==> src/rtl/ctae_pkg.sv <==
package ctae_pkg;

    localparam int CLASS_W     = 6;
    localparam int NUM_CLASSES = 1 << CLASS_W;
    localparam int CNT_W       = $clog2(NUM_CLASSES + 2);
    localparam int CMD_W       = 3;
    localparam int STATUS_W    = 2;

    typedef logic [CLASS_W-1:0]  class_t;
    typedef logic [CNT_W-1:0]    cnt_t;
    typedef logic [CMD_W-1:0]    command_t;
    typedef logic [STATUS_W-1:0] status_t;

    localparam command_t CMD_ADD_EDGE = 3'd0;
    localparam command_t CMD_CONFORM  = 3'd1;
    localparam command_t CMD_LCA      = 3'd2;
    localparam command_t CMD_ACYCLIC  = 3'd3;
    localparam command_t CMD_LEAF     = 3'd4;

    localparam status_t ST_OK      = 2'd0;
    localparam status_t ST_IGNORED = 2'd1;
    localparam status_t ST_BROKEN  = 2'd2;

    typedef struct packed {
        command_t command;
        class_t   class_a;
        class_t   class_b;
    } in_word_t;

    typedef struct packed {
        logic    answer_flag;
        class_t  ancestor_class;
        status_t status;
    } out_word_t;

    typedef enum logic [2:0] {
        RD_X,
        RD_A,
        RD_B,
        RD_C,
        RD_RDATA
    } rd_sel_t;

    typedef struct packed {
        logic    load_in;
        logic    x_load_b;
        logic    x_load_rd;
        logic    n_clear;
        logic    n_inc;
        logic    da_load_n;
        logic    db_load_n;
        logic    da_dec;
        logic    db_dec;
        logic    a_load_rd;
        logic    b_load_rd;
        rd_sel_t rd_sel;
        logic    wr_en;
        logic    c_inc;
        logic    vis_init;
        logic    vis_mark;
        logic    res_we;
        logic    res_flag;
        status_t res_status;
        logic    res_anc_a;
        logic    out_load;
    } ctl_cmd_t;

    typedef struct packed {
        logic ab_eq;
        logic pv_a;
        logic x_is_root;
        logic x_eq_b;
        logic pv_x;
        logic n_over;
        logic da_gt_db;
        logic db_gt_da;
        logic da_zero;
        logic pv_c;
        logic c_is_root;
        logic c_last;
        logic rd_visited;
        logic rd_is_root;
        logic pv_rd;
        logic rd_eq_a;
        logic out_free;
    } dp_stat_t;

endpackage

==> src/rtl/ctae_ram.sv <==
module ctae_ram #(
    parameter int WIDTH = 8,
    parameter int DEPTH = 64
) (
    input  logic                     aclk,
    input  logic                     we,
    input  logic [$clog2(DEPTH)-1:0] waddr,
    input  logic [WIDTH-1:0]         wdata,
    input  logic [$clog2(DEPTH)-1:0] raddr,
    output logic [WIDTH-1:0]         rdata
);

    logic [WIDTH-1:0] mem [DEPTH];

    always_ff @(posedge aclk) begin
        if (we) begin
            mem[waddr] <= wdata;
        end
        rdata <= mem[raddr];
    end

endmodule

==> src/rtl/ctae_dp.sv <==
module ctae_dp (
    input  logic                aclk,
    input  logic                aresetn,
    input  ctae_pkg::in_word_t  s_word,
    input  logic                cfg_valid,
    output logic                cfg_ready,
    input  ctae_pkg::class_t    cfg_data,
    input  ctae_pkg::ctl_cmd_t  cmd,
    output ctae_pkg::dp_stat_t  stat,
    output logic                m_valid,
    input  logic                m_ready,
    output ctae_pkg::out_word_t m_word
);
    import ctae_pkg::*;

    class_t                 root_reg;
    class_t                 a_reg;
    class_t                 b_reg;
    class_t                 x_reg;
    class_t                 c_reg;
    cnt_t                   n_reg;
    cnt_t                   da_reg;
    cnt_t                   db_reg;
    logic [NUM_CLASSES-1:0] pv_reg;
    logic [NUM_CLASSES-1:0] vis_reg;
    out_word_t              res_reg;
    out_word_t              m_word_reg;
    logic                   m_valid_reg;
    class_t                 raddr;
    class_t                 rdata;

    assign cfg_ready = 1'b1;

    always_comb begin
        case (cmd.rd_sel)
            RD_X:     raddr = x_reg;
            RD_A:     raddr = a_reg;
            RD_B:     raddr = b_reg;
            RD_C:     raddr = c_reg;
            RD_RDATA: raddr = rdata;
            default:  raddr = x_reg;
        endcase
    end

    ctae_ram #(
        .WIDTH(CLASS_W),
        .DEPTH(NUM_CLASSES)
    ) u_parent_ram (
        .aclk (aclk),
        .we   (cmd.wr_en),
        .waddr(a_reg),
        .wdata(b_reg),
        .raddr(raddr),
        .rdata(rdata)
    );

    // control state
    always_ff @(posedge aclk) begin
        if (!aresetn) begin
            root_reg    <= '0;
            pv_reg      <= '0;
            vis_reg     <= '0;
            m_valid_reg <= 1'b0;
        end else begin
            if (cfg_valid) begin
                root_reg <= cfg_data;
            end
            if (cmd.wr_en) begin
                pv_reg[a_reg] <= 1'b1;
            end
            if (cmd.vis_init) begin
                vis_reg <= {{(NUM_CLASSES-1){1'b0}}, 1'b1} << c_reg;
            end else if (cmd.vis_mark) begin
                vis_reg[rdata] <= 1'b1;
            end
            if (cmd.out_load) begin
                m_valid_reg <= 1'b1;
            end else if (m_ready) begin
                m_valid_reg <= 1'b0;
            end
        end
    end

    // walk registers and result
    always_ff @(posedge aclk) begin
        if (cmd.load_in) begin
            a_reg <= s_word.class_a;
            b_reg <= s_word.class_b;
        end else begin
            if (cmd.a_load_rd) begin
                a_reg <= rdata;
            end
            if (cmd.b_load_rd) begin
                b_reg <= rdata;
            end
        end

        if (cmd.load_in) begin
            x_reg <= s_word.class_a;
        end else if (cmd.x_load_b) begin
            x_reg <= b_reg;
        end else if (cmd.x_load_rd) begin
            x_reg <= rdata;
        end

        if (cmd.load_in || cmd.n_clear) begin
            n_reg <= '0;
        end else if (cmd.n_inc) begin
            n_reg <= n_reg + CNT_W'(1);
        end

        if (cmd.da_load_n) begin
            da_reg <= n_reg;
        end else if (cmd.da_dec) begin
            da_reg <= da_reg - CNT_W'(1);
        end

        if (cmd.db_load_n) begin
            db_reg <= n_reg;
        end else if (cmd.db_dec) begin
            db_reg <= db_reg - CNT_W'(1);
        end

        if (cmd.load_in) begin
            c_reg <= '0;
        end else if (cmd.c_inc) begin
            c_reg <= c_reg + CLASS_W'(1);
        end

        if (cmd.load_in) begin
            res_reg <= '0;
        end else if (cmd.res_we) begin
            res_reg.answer_flag    <= cmd.res_flag;
            res_reg.ancestor_class <= cmd.res_anc_a ? a_reg : '0;
            res_reg.status         <= cmd.res_status;
        end

        if (cmd.out_load) begin
            m_word_reg <= res_reg;
        end
    end

    assign m_valid = m_valid_reg;
    assign m_word  = m_word_reg;

    always_comb begin
        stat.ab_eq      = (a_reg == b_reg);
        stat.pv_a       = pv_reg[a_reg];
        stat.x_is_root  = (x_reg == root_reg);
        stat.x_eq_b     = (x_reg == b_reg);
        stat.pv_x       = pv_reg[x_reg];
        stat.n_over     = (n_reg > CNT_W'(NUM_CLASSES));
        stat.da_gt_db   = (da_reg > db_reg);
        stat.db_gt_da   = (db_reg > da_reg);
        stat.da_zero    = (da_reg == '0);
        stat.pv_c       = pv_reg[c_reg];
        stat.c_is_root  = (c_reg == root_reg);
        stat.c_last     = (c_reg == CLASS_W'(NUM_CLASSES - 1));
        stat.rd_visited = vis_reg[rdata];
        stat.rd_is_root = (rdata == root_reg);
        stat.pv_rd      = pv_reg[rdata];
        stat.rd_eq_a    = (rdata == a_reg);
        stat.out_free   = !m_valid_reg || m_ready;
    end

endmodule

==> src/rtl/ctae_ctrl.sv <==
module ctae_ctrl (
    input  logic                aclk,
    input  logic                aresetn,
    input  logic                s_valid,
    output logic                s_ready,
    input  ctae_pkg::command_t  command,
    input  ctae_pkg::dp_stat_t  stat,
    output ctae_pkg::ctl_cmd_t  cmd
);
    import ctae_pkg::*;

    typedef enum logic [19:0] {
        S_IDLE    = 20'd1,
        S_ADD     = 20'd2,
        S_CF_WALK = 20'd4,
        S_CF_WAIT = 20'd8,
        S_LCA0    = 20'd16,
        S_DA_WALK = 20'd32,
        S_DA_WAIT = 20'd64,
        S_DB_WALK = 20'd128,
        S_DB_WAIT = 20'd256,
        S_EQ      = 20'd512,
        S_UPA_W   = 20'd1024,
        S_UPB_W   = 20'd2048,
        S_MEET    = 20'd4096,
        S_MA_W    = 20'd8192,
        S_MB_W    = 20'd16384,
        S_AC_SCAN = 20'd32768,
        S_AC_STEP = 20'd65536,
        S_LF_RD   = 20'd131072,
        S_LF_CMP  = 20'd262144,
        S_FIN     = 20'd524288
    } state_t;

    state_t state_reg;
    state_t state_next;

    assign s_ready = (state_reg == S_IDLE);

    always_ff @(posedge aclk) begin
        if (!aresetn) begin
            state_reg <= S_IDLE;
        end else begin
            state_reg <= state_next;
        end
    end

    always_comb begin
        state_next = state_reg;
        cmd        = '0;
        cmd.rd_sel = RD_X;
        case (state_reg)
            S_IDLE: begin
                if (s_valid) begin
                    cmd.load_in = 1'b1;
                    case (command)
                        CMD_ADD_EDGE: state_next = S_ADD;
                        CMD_CONFORM:  state_next = S_CF_WALK;
                        CMD_LCA:      state_next = S_LCA0;
                        CMD_ACYCLIC:  state_next = S_AC_SCAN;
                        CMD_LEAF:     state_next = S_LF_RD;
                        default:      state_next = S_FIN;
                    endcase
                end
            end
            S_ADD: begin
                if (stat.pv_a) begin
                    cmd.res_we     = 1'b1;
                    cmd.res_status = ST_IGNORED;
                end else begin
                    cmd.wr_en = 1'b1;
                end
                state_next = S_FIN;
            end
            S_CF_WALK: begin
                if (stat.n_over) begin
                    cmd.res_we     = 1'b1;
                    cmd.res_status = ST_BROKEN;
                    state_next     = S_FIN;
                end else if (stat.x_is_root || stat.x_eq_b) begin
                    cmd.res_we   = 1'b1;
                    cmd.res_flag = stat.x_eq_b;
                    state_next   = S_FIN;
                end else if (!stat.pv_x) begin
                    cmd.res_we     = 1'b1;
                    cmd.res_status = ST_BROKEN;
                    state_next     = S_FIN;
                end else begin
                    state_next = S_CF_WAIT;
                end
            end
            S_CF_WAIT: begin
                cmd.x_load_rd = 1'b1;
                cmd.n_inc     = 1'b1;
                state_next    = S_CF_WALK;
            end
            S_LCA0: begin
                if (stat.ab_eq) begin
                    cmd.res_we    = 1'b1;
                    cmd.res_anc_a = 1'b1;
                    state_next    = S_FIN;
                end else begin
                    state_next = S_DA_WALK;
                end
            end
            S_DA_WALK, S_DB_WALK: begin
                if (stat.n_over) begin
                    cmd.res_we     = 1'b1;
                    cmd.res_status = ST_BROKEN;
                    state_next     = S_FIN;
                end else if (stat.x_is_root) begin
                    if (state_reg == S_DA_WALK) begin
                        cmd.da_load_n = 1'b1;
                        cmd.x_load_b  = 1'b1;
                        cmd.n_clear   = 1'b1;
                        state_next    = S_DB_WALK;
                    end else begin
                        cmd.db_load_n = 1'b1;
                        state_next    = S_EQ;
                    end
                end else if (!stat.pv_x) begin
                    cmd.res_we     = 1'b1;
                    cmd.res_status = ST_BROKEN;
                    state_next     = S_FIN;
                end else begin
                    state_next = (state_reg == S_DA_WALK) ? S_DA_WAIT : S_DB_WAIT;
                end
            end
            S_DA_WAIT: begin
                cmd.x_load_rd = 1'b1;
                cmd.n_inc     = 1'b1;
                state_next    = S_DA_WALK;
            end
            S_DB_WAIT: begin
                cmd.x_load_rd = 1'b1;
                cmd.n_inc     = 1'b1;
                state_next    = S_DB_WALK;
            end
            S_EQ: begin
                if (stat.da_gt_db) begin
                    cmd.rd_sel = RD_A;
                    state_next = S_UPA_W;
                end else if (stat.db_gt_da) begin
                    cmd.rd_sel = RD_B;
                    state_next = S_UPB_W;
                end else begin
                    state_next = S_MEET;
                end
            end
            S_UPA_W: begin
                cmd.a_load_rd = 1'b1;
                cmd.da_dec    = 1'b1;
                state_next    = S_EQ;
            end
            S_UPB_W: begin
                cmd.b_load_rd = 1'b1;
                cmd.db_dec    = 1'b1;
                state_next    = S_EQ;
            end
            S_MEET: begin
                if (!stat.ab_eq && !stat.da_zero) begin
                    cmd.rd_sel = RD_A;
                    state_next = S_MA_W;
                end else begin
                    cmd.res_we    = 1'b1;
                    cmd.res_anc_a = 1'b1;
                    state_next    = S_FIN;
                end
            end
            S_MA_W: begin
                cmd.a_load_rd = 1'b1;
                cmd.rd_sel    = RD_B;
                state_next    = S_MB_W;
            end
            S_MB_W: begin
                cmd.b_load_rd = 1'b1;
                cmd.da_dec    = 1'b1;
                state_next    = S_MEET;
            end
            S_AC_SCAN: begin
                if (stat.pv_c && !stat.c_is_root) begin
                    cmd.rd_sel   = RD_C;
                    cmd.vis_init = 1'b1;
                    state_next   = S_AC_STEP;
                end else if (stat.c_last) begin
                    cmd.res_we   = 1'b1;
                    cmd.res_flag = 1'b1;
                    state_next   = S_FIN;
                end else begin
                    cmd.c_inc = 1'b1;
                end
            end
            S_AC_STEP: begin
                if (stat.rd_visited) begin
                    state_next = S_FIN;
                end else if (stat.rd_is_root) begin
                    if (stat.c_last) begin
                        cmd.res_we   = 1'b1;
                        cmd.res_flag = 1'b1;
                        state_next   = S_FIN;
                    end else begin
                        cmd.c_inc  = 1'b1;
                        state_next = S_AC_SCAN;
                    end
                end else if (!stat.pv_rd) begin
                    cmd.res_we     = 1'b1;
                    cmd.res_status = ST_BROKEN;
                    state_next     = S_FIN;
                end else begin
                    cmd.vis_mark = 1'b1;
                    cmd.rd_sel   = RD_RDATA;
                end
            end
            S_LF_RD: begin
                cmd.rd_sel = RD_C;
                state_next = S_LF_CMP;
            end
            S_LF_CMP: begin
                if (stat.pv_c && stat.rd_eq_a) begin
                    state_next = S_FIN;
                end else if (stat.c_last) begin
                    cmd.res_we   = 1'b1;
                    cmd.res_flag = 1'b1;
                    state_next   = S_FIN;
                end else begin
                    cmd.c_inc  = 1'b1;
                    state_next = S_LF_RD;
                end
            end
            S_FIN: begin
                if (stat.out_free) begin
                    cmd.out_load = 1'b1;
                    state_next   = S_IDLE;
                end
            end
            default: begin
                state_next = S_IDLE;
            end
        endcase
    end

endmodule

==> src/rtl/class_tree_ancestor_engine_top.sv <==
// Parent-pointer class tree engine: one command word in, one result word out, one
// command at a time. Parents live in a single-port-read RAM, so a step up a chain
// is split into a walk state that presents the address and a wait state that loads
// the registered read data, except in check acyclic where the read data addresses
// the next read. Check acyclic scans all 64 classes and walks each chain. A finished
// result sits in an output register, so the next command is taken while it waits.
// root_class is written through cfg_* at any idle time.
module class_tree_ancestor_engine_top (
    input  logic                aclk,
    input  logic                aresetn,
    input  logic                s_valid,
    output logic                s_ready,
    input  ctae_pkg::in_word_t  s_word,
    output logic                m_valid,
    input  logic                m_ready,
    output ctae_pkg::out_word_t m_word,
    input  logic                cfg_valid,
    output logic                cfg_ready,
    input  ctae_pkg::class_t    cfg_data
);
    import ctae_pkg::*;

    ctl_cmd_t cmd;
    dp_stat_t stat;

    ctae_ctrl u_ctrl (
        .aclk   (aclk),
        .aresetn(aresetn),
        .s_valid(s_valid),
        .s_ready(s_ready),
        .command(s_word.command),
        .stat   (stat),
        .cmd    (cmd)
    );

    ctae_dp u_dp (
        .aclk     (aclk),
        .aresetn  (aresetn),
        .s_word   (s_word),
        .cfg_valid(cfg_valid),
        .cfg_ready(cfg_ready),
        .cfg_data (cfg_data),
        .cmd      (cmd),
        .stat     (stat),
        .m_valid  (m_valid),
        .m_ready  (m_ready),
        .m_word   (m_word)
    );

endmodule

==> config.mk <==
export PLATFORM = sky130hd
export DESIGN_NAME = class_tree_ancestor_engine_top
export DESIGN_NICKNAME = d
export VERILOG_FILES = /design/src/rtl/ctae_pkg.sv /design/src/rtl/ctae_ram.sv /design/src/rtl/ctae_dp.sv /design/src/rtl/ctae_ctrl.sv /design/src/rtl/class_tree_ancestor_engine_top.sv
export SDC_FILE = /design/constraint.sdc
export NUM_CORES = 1
export LEC_CHECK = 0
export ABC_AREA = 0
export BUFFER_PORTS_ARGS = -buffer_cell sky130_fd_sc_hd__buf_2
export CAP_MARGIN = 30
export CORE_MARGIN = 5
export CORE_UTILIZATION = 50
export DETAILED_ROUTE_END_ITERATION = 10
export HOLD_SLACK_MARGIN = 0.05
export MAX_ROUTING_LAYER = met4
export PLACE_DENSITY = 0.65
export REMOVE_ABC_BUFFERS = 1
export SLEW_MARGIN = 5
export SYNTH_ARGS = -nofsm -noshare
export SYNTH_HDL_FRONTEND = slang
export SYNTH_SLANG_ARGS = --single-unit
export TNS_END_PERCENT = 50
==> constraint.sdc <==
create_clock -name aclk -period 4.13 [get_ports aclk]
set_input_delay 0.413 -clock aclk [delete_from_list [all_inputs] [get_ports aclk]]
set_output_delay 0.413 -clock aclk [all_outputs]
set_load 0.1 [all_outputs]
# == Word level (Yosys, flattened, before mapping) ==
# Memories as Yosys holds them, arrays and structs flattened. A register that Yosys moved wholly into a read port is not among the register bits.
# Index checks and enable logic that the tools add are counted.
# op_classes
n_addsub,4
magnitude_cmp,9
eq_ne,39
n_shift,1
n_mux,124
bitwise,2
reduce_logical,28
# op_table
operator,count
20-bit two-way mux,18
20-bit one-hot mux with 18 select lines,1
64-bit two-way mux,2
64-bit bitwise OR,2
20-bit one-hot mux with 5 select lines,1
"1-bit by 6-bit << shifter with 64-bit output, first input constant",1
1-bit two-way mux,52
6-bit two-way mux,8
6-bit equality test,6
1-bit binary-select mux with 6-bit select,5
2-bit two-way mux,15
"6-bit by 7-bit less-than comparator with 1-bit output, second input constant",4
7-bit two-way mux,4
13-bit two-way mux,2
6-bit one-hot mux with 4 select lines,1
"20-bit by 1-bit equality test with 1-bit output, second input constant",1
"20-bit by 10-bit equality test with 1-bit output, second input constant",1
"20-bit by 11-bit equality test with 1-bit output, second input constant",1
"20-bit by 12-bit equality test with 1-bit output, second input constant",1
"20-bit by 13-bit equality test with 1-bit output, second input constant",1
"20-bit by 14-bit equality test with 1-bit output, second input constant",1
"20-bit by 15-bit equality test with 1-bit output, second input constant",1
"20-bit by 16-bit equality test with 1-bit output, second input constant",1
"20-bit by 17-bit equality test with 1-bit output, second input constant",1
45 further kinds,76
# totals
regBits,218
ram_bits,384
input_bits,26
output_inout_bits,12
word_cells,226
memories,1
# memory_table
memory,words,word_bits,rd,rd_clocked_by_memory_dff,wr,line,text
u_dp.u_parent_ram.mem,64,6,1,1,1,ctae_ram.sv:13,logic [WIDTH-1:0] mem [DEPTH];

# == Longest topological paths before layout ==
# Gate-level depths: netlist of run 1.
# logic_depth
depth_word,8
depth_mapped,20
depth_no_buf,15

# == Cells and area by module ==
# Synthesis of run 1 repeated with hierarchy kept, for this count alone.
# hier_totals
hier_cells,2203
area_unflattened_um2,28527.4
# modules_own_cells
module,n_inst,cells_per_inst,area_each_um2,seq_area_each_um2
ctae_ram,1,729,15205.8,11651.2
ctae_dp,1,1274,11788.8,4374.2
ctae_ctrl,1,200,1532.7,400.4

# == Worst setup path before layout of run 1 ==
# OpenSTA, ideal clock, no wires.
# synth_path
path_kind,register to register
startpoint,reg u_dp.c_reg[0]
endpoint,"reg u_dp.u_parent_ram.rdata[4], read port of u_dp.u_parent_ram.mem"
setup_ns,0.092
arrival_time_ns,4.350
required_ns,4.038
path_slack_ns,-0.312
path_stages_with_launch,17
path_buffers,3
synth_period_minus_slack_ns,4.442
cell_sequence,dfxtp_1 -> buf_6 -> mux4_2 -> a32o_1 -> or4_4 -> and3_4 -> or2_4 -> or3_4 -> or4b_4 -> and2_4 -> buf_6 -> buf_4 -> mux2i_1 -> a22oi_1 -> o2111ai_1 -> o211a_1 -> o32ai_1
# synth_via
elab_chain_cells,7
word_cells_on_any_way,12
cone_classes,eq/ne: 5; mux: 5; reduce/logical: 2
# synth_lines
item,line,text
start: declaration,ctae_dp.sv:20,class_t c_reg;
start signal: assignment,ctae_dp.sv:127,c_reg <= c_reg + CLASS_W'(1);
1-bit binary-select mux with 6-bit select / 6-bit equality test (equally long branches),"ctae_dp.sv:156, ctae_dp.sv:157",
1-bit two-way mux (not written as such) / 1-bit zero test (equally long branches),"ctae_dp.sv:156, ctae_ctrl.sv:181",
1-bit logical AND,ctae_ctrl.sv:181,if (stat.pv_c && !stat.c_is_root) begin
2-bit two-way mux,ctae_ctrl.sv:181,
3-bit one-hot mux with 6 select lines,ctae_ctrl.sv:52,case (state_reg)
"3-bit equality test, or another cell as far along",ctae_dp.sv:35,case (cmd.rd_sel)
6-bit one-hot mux with 4 select lines *,ctae_dp.sv:35,
end: declaration,ctae_ram.sv:10,output logic [WIDTH-1:0] rdata
# Every way passes the cells marked *; elsewhere a longest branch is shown, timed or not. The select of a mux whose other input is x is not followed.
# A chain may end at the register's enable or synchronous reset.

# == Worst setup path after layout of run 1 ==
# Same ends and word-level chain as after synthesis.

==> flow_summary.ini, run 1 <==
[global_routing]
grt_max_degree = 79
gr-total-overflow = 0
grt_pass1_vias = 23580
antenna_found_initial = 1
grt_util_all_layers_pct = 31.5
grt_pass1_wl_um = 147000

[synth]
synthCells = 2478
syn_avg_cell_area_um2 = 11.6
ys_async_sr_fraction_pct = 0
ys_ff_latch = 608
synth_edf_count = 425
yosysWarnings = 0
synth_ff_type = edfxtp_1
synth_area_mm2 = 0.0287
yosysSeqAreaShare_pct = 57.3
ys_types = 89

[die]
core-area_mm2 = 0.0566
rows = 87
die_area_mm2 = 0.0622
die_w_um = 249
start_util_pct = 50.6
die_y_um = 249
io_pins = 38

[cts]
clk_pin_slew_worst_paths_ns = 0.06
numClockSinks = 608
clk_latency_ns = 0.66
cts_root_buffer = clkbuf_16
numCtsBuffers = 60
cts_tree = yes
clockBufferDepth = 3
htreeDepth = 2

[sta]
rsz0062_at_grt = true
final_max_slew_viol_count = 0
worst_slew_pin_slew_ns = 0.910
fin_ws_ns = -0.612
setup_viol = 6
hold_violations = 0
post-route-min-period_ns = 4.74
min_period_over_period_pct = 115
clock.fmax_ghz = 0.211
hold_slack_ns = 0.0747
skew_ns = 0.0425
maxSlewHeadroom_pct = 39.3

[worst_setup_path]
rrSetupSlack_ns = -0.61
critPathSlowestCell = or4b_4
worstPathRequired_ns = 4.69
worstSetupPathType = reg2reg
critPathMaxFanout = 7
worstPathCellList = mux4_2 > a32o_1 > or4_4 > buf_4 > nand3_1 > nand2_2 > o31a_1 > or4b_4 > and2_4 > buf_6 > nand3_4 > o22ai_1 > a2111oi_1 > o221ai_1 > buf_4 > o32ai_2
end_kind = flop
crit_arrival_ns = 5.30
r2r_cells = 16
crit_top_cell = buf_4
critPathMaxStageDelay_ns = 0.66
crit_start = u_dp.c_reg[0]$_SDFFE_PP0P_
cp-start-kind = flop
reg2reg_from = u_dp.c_reg[0]$_SDFFE_PP0P_
cp-endpoint = u_dp.u_parent_ram.rdata[4]$_DFF_P_
rr_endpoint = u_dp.u_parent_ram.rdata[4]$_DFF_P_

[route]
viasPerCell = 6.39
wl_um = 101000
wire_per_inst_um = 26.4
drt_pass1_iterations = 6
ant_nets = 0
drc_errors = 0
drtIter0Drc = 2693
num_vias = 24391

[placed_design]
hpwl_um = 70300
placement.io_buffers = 36
place_congestion = 1.07
dpl.cell_count = 3658

[cells_and_area]
post-route-util_pct = 65.9
fillers = 4318
fin_nets = 3058
drive_above_1_share_pct = 32.2
antenna_cells = 0
fin_cells = 3818
largest_reg_flops = 384
area_growth_pct = 30.2

[outcome]
status = finished, violations left
failed_checks = setup timing

[power]
leakage_nw = 13.7
pwr_density_cell_mw_per_mm2 = 550
finalPower_mw = 20.5
vdd_ir_drop_max_mv = 0.442

[worst_hold_path]
min_path_type = in2reg
hold_depth = 3

[flow_run]
maxCapViolCount = 0
==> how the worst min path moves through the flow <==
stage / from / end / slack, ns
after floorplan: u_dp.res_reg[1]$_SDFFE_PP0P_ / u_dp.m_word[1]$_DFFE_PP_ / 0.41
after global placement: u_dp.res_reg[4]$_SDFFE_PP0P_ / u_dp.m_word[4]$_DFFE_PP_ / 0.42
after detailed placement: u_dp.res_reg[4]$_SDFFE_PP0P_ / u_dp.m_word[4]$_DFFE_PP_ / 0.42
after CTS: s_word[0] / u_dp.b_reg[0]$_DFFE_PP_ / 0.06
after global routing: s_word[4] / u_dp.b_reg[4]$_DFFE_PP_ / 0.08
final: s_word[0] / u_dp.b_reg[0]$_DFFE_PP_ / 0.07
==> synthesized netlist by cell type (15+ instances only) <==
cell / n / area (um^2)
nor4_1: 36 / 225
nand2_1: 194 / 728
o21a_1: 38 / 285
ha_1: 18 / 225
mux4_2: 53 / 1190
buf_2: 34 / 170
nand3_1: 52 / 260
o22ai_1: 23 / 144
a21oi_1: 109 / 546
nand4_1: 22 / 138
buf_1: 16 / 60.1
nor2_1: 269 / 1010
dfxtp_1: 183 / 3660
xor2_1: 22 / 193
nor2b_1: 23 / 144
a32oi_1: 19 / 166
xnor2_1: 30 / 263
a221oi_1: 15 / 131
a211oi_1: 104 / 781
a221o_1: 18 / 180
nor3_1: 39 / 195
a31oi_1: 31 / 194
clkbuf_1: 107 / 402
inv_1: 32 / 120
a22oi_1: 40 / 300
o21ai_0: 69 / 345
mux2i_1: 71 / 711
edfxtp_1: 425 / 12800
mux2_2: 33 / 372
and3_1: 91 / 569
==> worst max-delay path: cells and delay by family, from the launching register on <==
family	cells	cell delay (ns)
AOI/OAI and AO/OA	6	1.52
and+or+nand+nor	6	1.71
DFF	1	0.39
muxes	1	0.52
buffers and inverters	3	0.52
==> layout by cell type, fill, tap and decap left out, types with 53 or more instances in the layout <==
cell	count
dfxtp_1	177
o21ai_0	69
mux2i_1	70
nor2_1	267
mux4_2	53
a21oi_1	107
and3_1	89
clkbuf_16	66
edfxtp_1	425
nand2_1	190
buf_4	531
==> stage by stage <==
stage | setup TNS (ns) | area, um^2 | worst slack [ns]
global placement | -6.21 | 33600 | -1.11
CTS | -3.20 | 36100 | -0.544
finish | -3.24 | 37300 | -0.612
global route | -3.82 | 37300 | -0.752
detailed placement | -6.38 | 33600 | -1.16
floorplan | -86.13 | 27900 | -6.09
==> cell type report <==
| cell class | count | area, um^2 | share of cell area, % |
|---|---|---|---|
| Clock buffer | 71 | 1550 | 4.16 |
| Clock inverter | 39 | 380 | 1.02 |
| Inverter | 35 | 133 | 0.356 |
| Timing Repair Buffer | 644 | 5430 | 14.6 |
| Multi-Input combinational cell | 1665 | 12400 | 33.3 |
| Tap cell | 756 | 946 | 2.54 |
| Sequential cell | 608 | 16400 | 44.1 |
==> power by group <==
group	leakage [nW]	internal [mW]	switching, mW
clock	0.923	3.01	2.43
sequential	5.32	7.04	0.220
combinational	7.45	3.25	4.56
==> cells by family after synthesis <==
family	Yosys count	share of synthesized area, %
xor+xnor	52	1.59
fa+ha+maj	18	0.786
simple gates	838	14.5
mux	157	7.94
other cells	1	0.0131
compound gates	597	14.7
buf+inv	207	3.14
flops	608	57.3
==> per-layer routing <==
metal  share of wire [%]  up-vias  track usage [%]
li1                    -    10624                -
met1                  39    12156             40.4
met2                  48     1335             51.4
met3                 7.6      276             3.62
met4                 5.4        0             13.1
met5                   0        -                -
==> timing repair <==
item / in CTS / in global routing
endpoints found under the setup margin: 6 / 7
cloned: 2 / 8
hold endpoints to repair: 10 / 0
resized for setup: 67 / 166
pin swaps: 15 / 43
hold buffers: 11 / 0
setup buffers: 15 / 14
No activity file was read; power rests on OpenSTA's default activity.
==> inputs of run 2 (changes only) <==
- CORE_MARGIN: 5 -> 8
==> run 2 against run 1 <==
Against the previous run:
- critical endpoint is now u_dp.u_parent_ram.rdata[2]$_DFF_P_
- non-clock buffer count is 49 lower
- highest routed layer unchanged
- clock power is 16% higher
- clock-buffer cell count up 12
- the run still ends with setup timing left
==> flow_summary.ini, run 2 (synthesis results as in run 1) <==
[outcome]
status = finished, violations left
failed_checks = setup timing

[cts]
clk_pin_slew_worst_paths_ns = 0.07
numCtsBuffers = 61
numClockSinks = 608
clk_latency_ns = 0.66
htreeDepth = 2
clockBufferDepth = 3
cts_tree = yes
cts_root_buffer = clkbuf_16

[sta]
min_period_over_period_pct = 114
rsz0062_at_grt = true
worst_slew_pin_slew_ns = 1.01
maxSlewHeadroom_pct = 32.2
finalSetupTns_ns = -2.91
final_max_slew_viol_count = 0
setup_viol = 6
hold_violations = 0
post-route-min-period_ns = 4.69
clock.fmax_ghz = 0.213
skew_ns = 0.0249
fin_ws_ns = -0.562
hold_slack_ns = 0.0964

[cells_and_area]
fin_nets = 3008
fillers = 4374
largest_reg_flops = 384
post-route-util_pct = 64.7
final_common_cell = buf_4
multiInputGateArea_mm2 = 0.0119
fin_area_mm2 = 0.0365
seq_area_mm2 = 0.0164
final_cell_mix = buf_4, edfxtp_1, nor2_1, nand2_1, dfxtp_1
area_growth_pct = 27.5
drive_above_1_share_pct = 29.3
antenna_cells = 0

[power]
pwr_density_cell_mw_per_mm2 = 563
leakage_nw = 13.4
finalPower_mw = 20.6
vdd_ir_drop_max_mv = 0.387

[route]
ant_nets = 0
viasPerCell = 6.32
wl_um = 98600
drtIter0Drc = 2321
wire_per_inst_um = 26.1
drt_pass1_iterations = 6
num_vias = 23855
drc_errors = 0

[worst_setup_path]
crit_arrival_ns = 5.21
end_kind = flop
worstPathRequired_ns = 4.65
critPathMaxFanout = 6
worstSetupPathType = reg2reg
cp-start-kind = flop

[worst_hold_path]
min_path_type = in2reg

[die]
start_util_pct = 50.7
core-area_mm2 = 0.0565
die_y_um = 255
die_area_mm2 = 0.0652
rows = 87
io_pins = 38
die_w_um = 255

[placed_design]
postPlaceCellArea_mm2 = 0.0333
place_congestion = 1.01
placement.io_buffers = 36
hpwl_um = 70400

[global_routing]
antenna_found_initial = 0
grt_pass1_vias = 23664
grt_max_degree = 72
gr-total-overflow = 0
grt_util_all_layers_pct = 29.7
grt_pass1_wl_um = 146000

[flow_run]
maxCapViolCount = 0
==> run 2: where the power goes <==
| group | total (mW) | internal, mW | leakage (nW) | switching, mW |
|---|---|---|---|---|
| clock | 6.32 | 3.85 | 1.13 | 2.46 |
| combinational | 7.02 | 2.78 | 6.99 | 4.24 |
| sequential | 7.23 | 7.03 | 5.31 | 0.201 |
| total | 20.6 | 13.7 | 13.4 | 6.90 |
==> run 2: worst max-delay path: stages (launching register included) <==
cell	delay, ns
dfxtp_4	0.38
mux4_2	0.50
a32o_1	0.24
or4_4	0.56
and3_4	0.19
or2_4	0.23
or3_4	0.33
or4b_4	0.56
and2_4	0.22
buf_6	0.15
buf_6	0.13
buf_6	0.13
mux2i_2	0.15
a2bb2oi_1	0.13
a31oi_1	0.10
buf_4	0.17
o32ai_4	0.39
==> run 2: worst paths after layout <==
path | slack [ns] | start | cells past startpoint | to
setup / recovery | -0.56 | u_dp.c_reg[0]$_SDFFE_PP0P_ | 16 | u_dp.u_parent_ram.rdata[2]$_DFF_P_
hold / removal | 0.1 | s_word[13] | 4 | u_ctrl.state_reg[1]$_SDFFE_PN0P_
setup reg to reg | -0.56 | u_dp.c_reg[0]$_SDFFE_PP0P_ | 16 | u_dp.u_parent_ram.rdata[2]$_DFF_P_
hold reg to reg | 0.43 | u_dp.res_reg[2]$_SDFFE_PP0P_ | 0 | u_dp.m_word[2]$_DFFE_PP_
==> run 2: area by class of cell <==
class                           count  area share, %
Sequential cell                   608           45.0
Clock inverter                     33           1.57
Tap cell                          756           2.59
Timing Repair Buffer              595           13.2
Clock buffer                       83           4.79
Multi-Input combinational cell   1663           32.5
Inverter                           35          0.363
==> run 2: layer usage <==
layer,global-route usage (%),vias up,wire length (um)
li1,-,10518,-
met1,36.9,11858,39200
met2,48.1,1190,47100
met3,4.28,289,7590
met4,13.3,0,4630
met5,-,-,0
==> run 2: timing repair <==
item                                   4_1_cts  5_1_grt
buffers inserted                             7        6
cloned                                       0        2
hold buffers                                14        0
endpoints found under the hold margin       13        0
pin swaps                                   22       19
setup endpoints to repair                    6        6
gates resized for setup                     78       40
==> run 2: through the flow <==
| step | cells | setup slack, ns |
|---|---|---|
| floorplan | 2306 | -6.09 |
| global placement | 3627 | -1.08 |
| detailed placement | 3627 | -1.12 |
| CTS | 3763 | -0.495 |
| global route | 3773 | -0.629 |
| finish | 3773 | -0.562 |
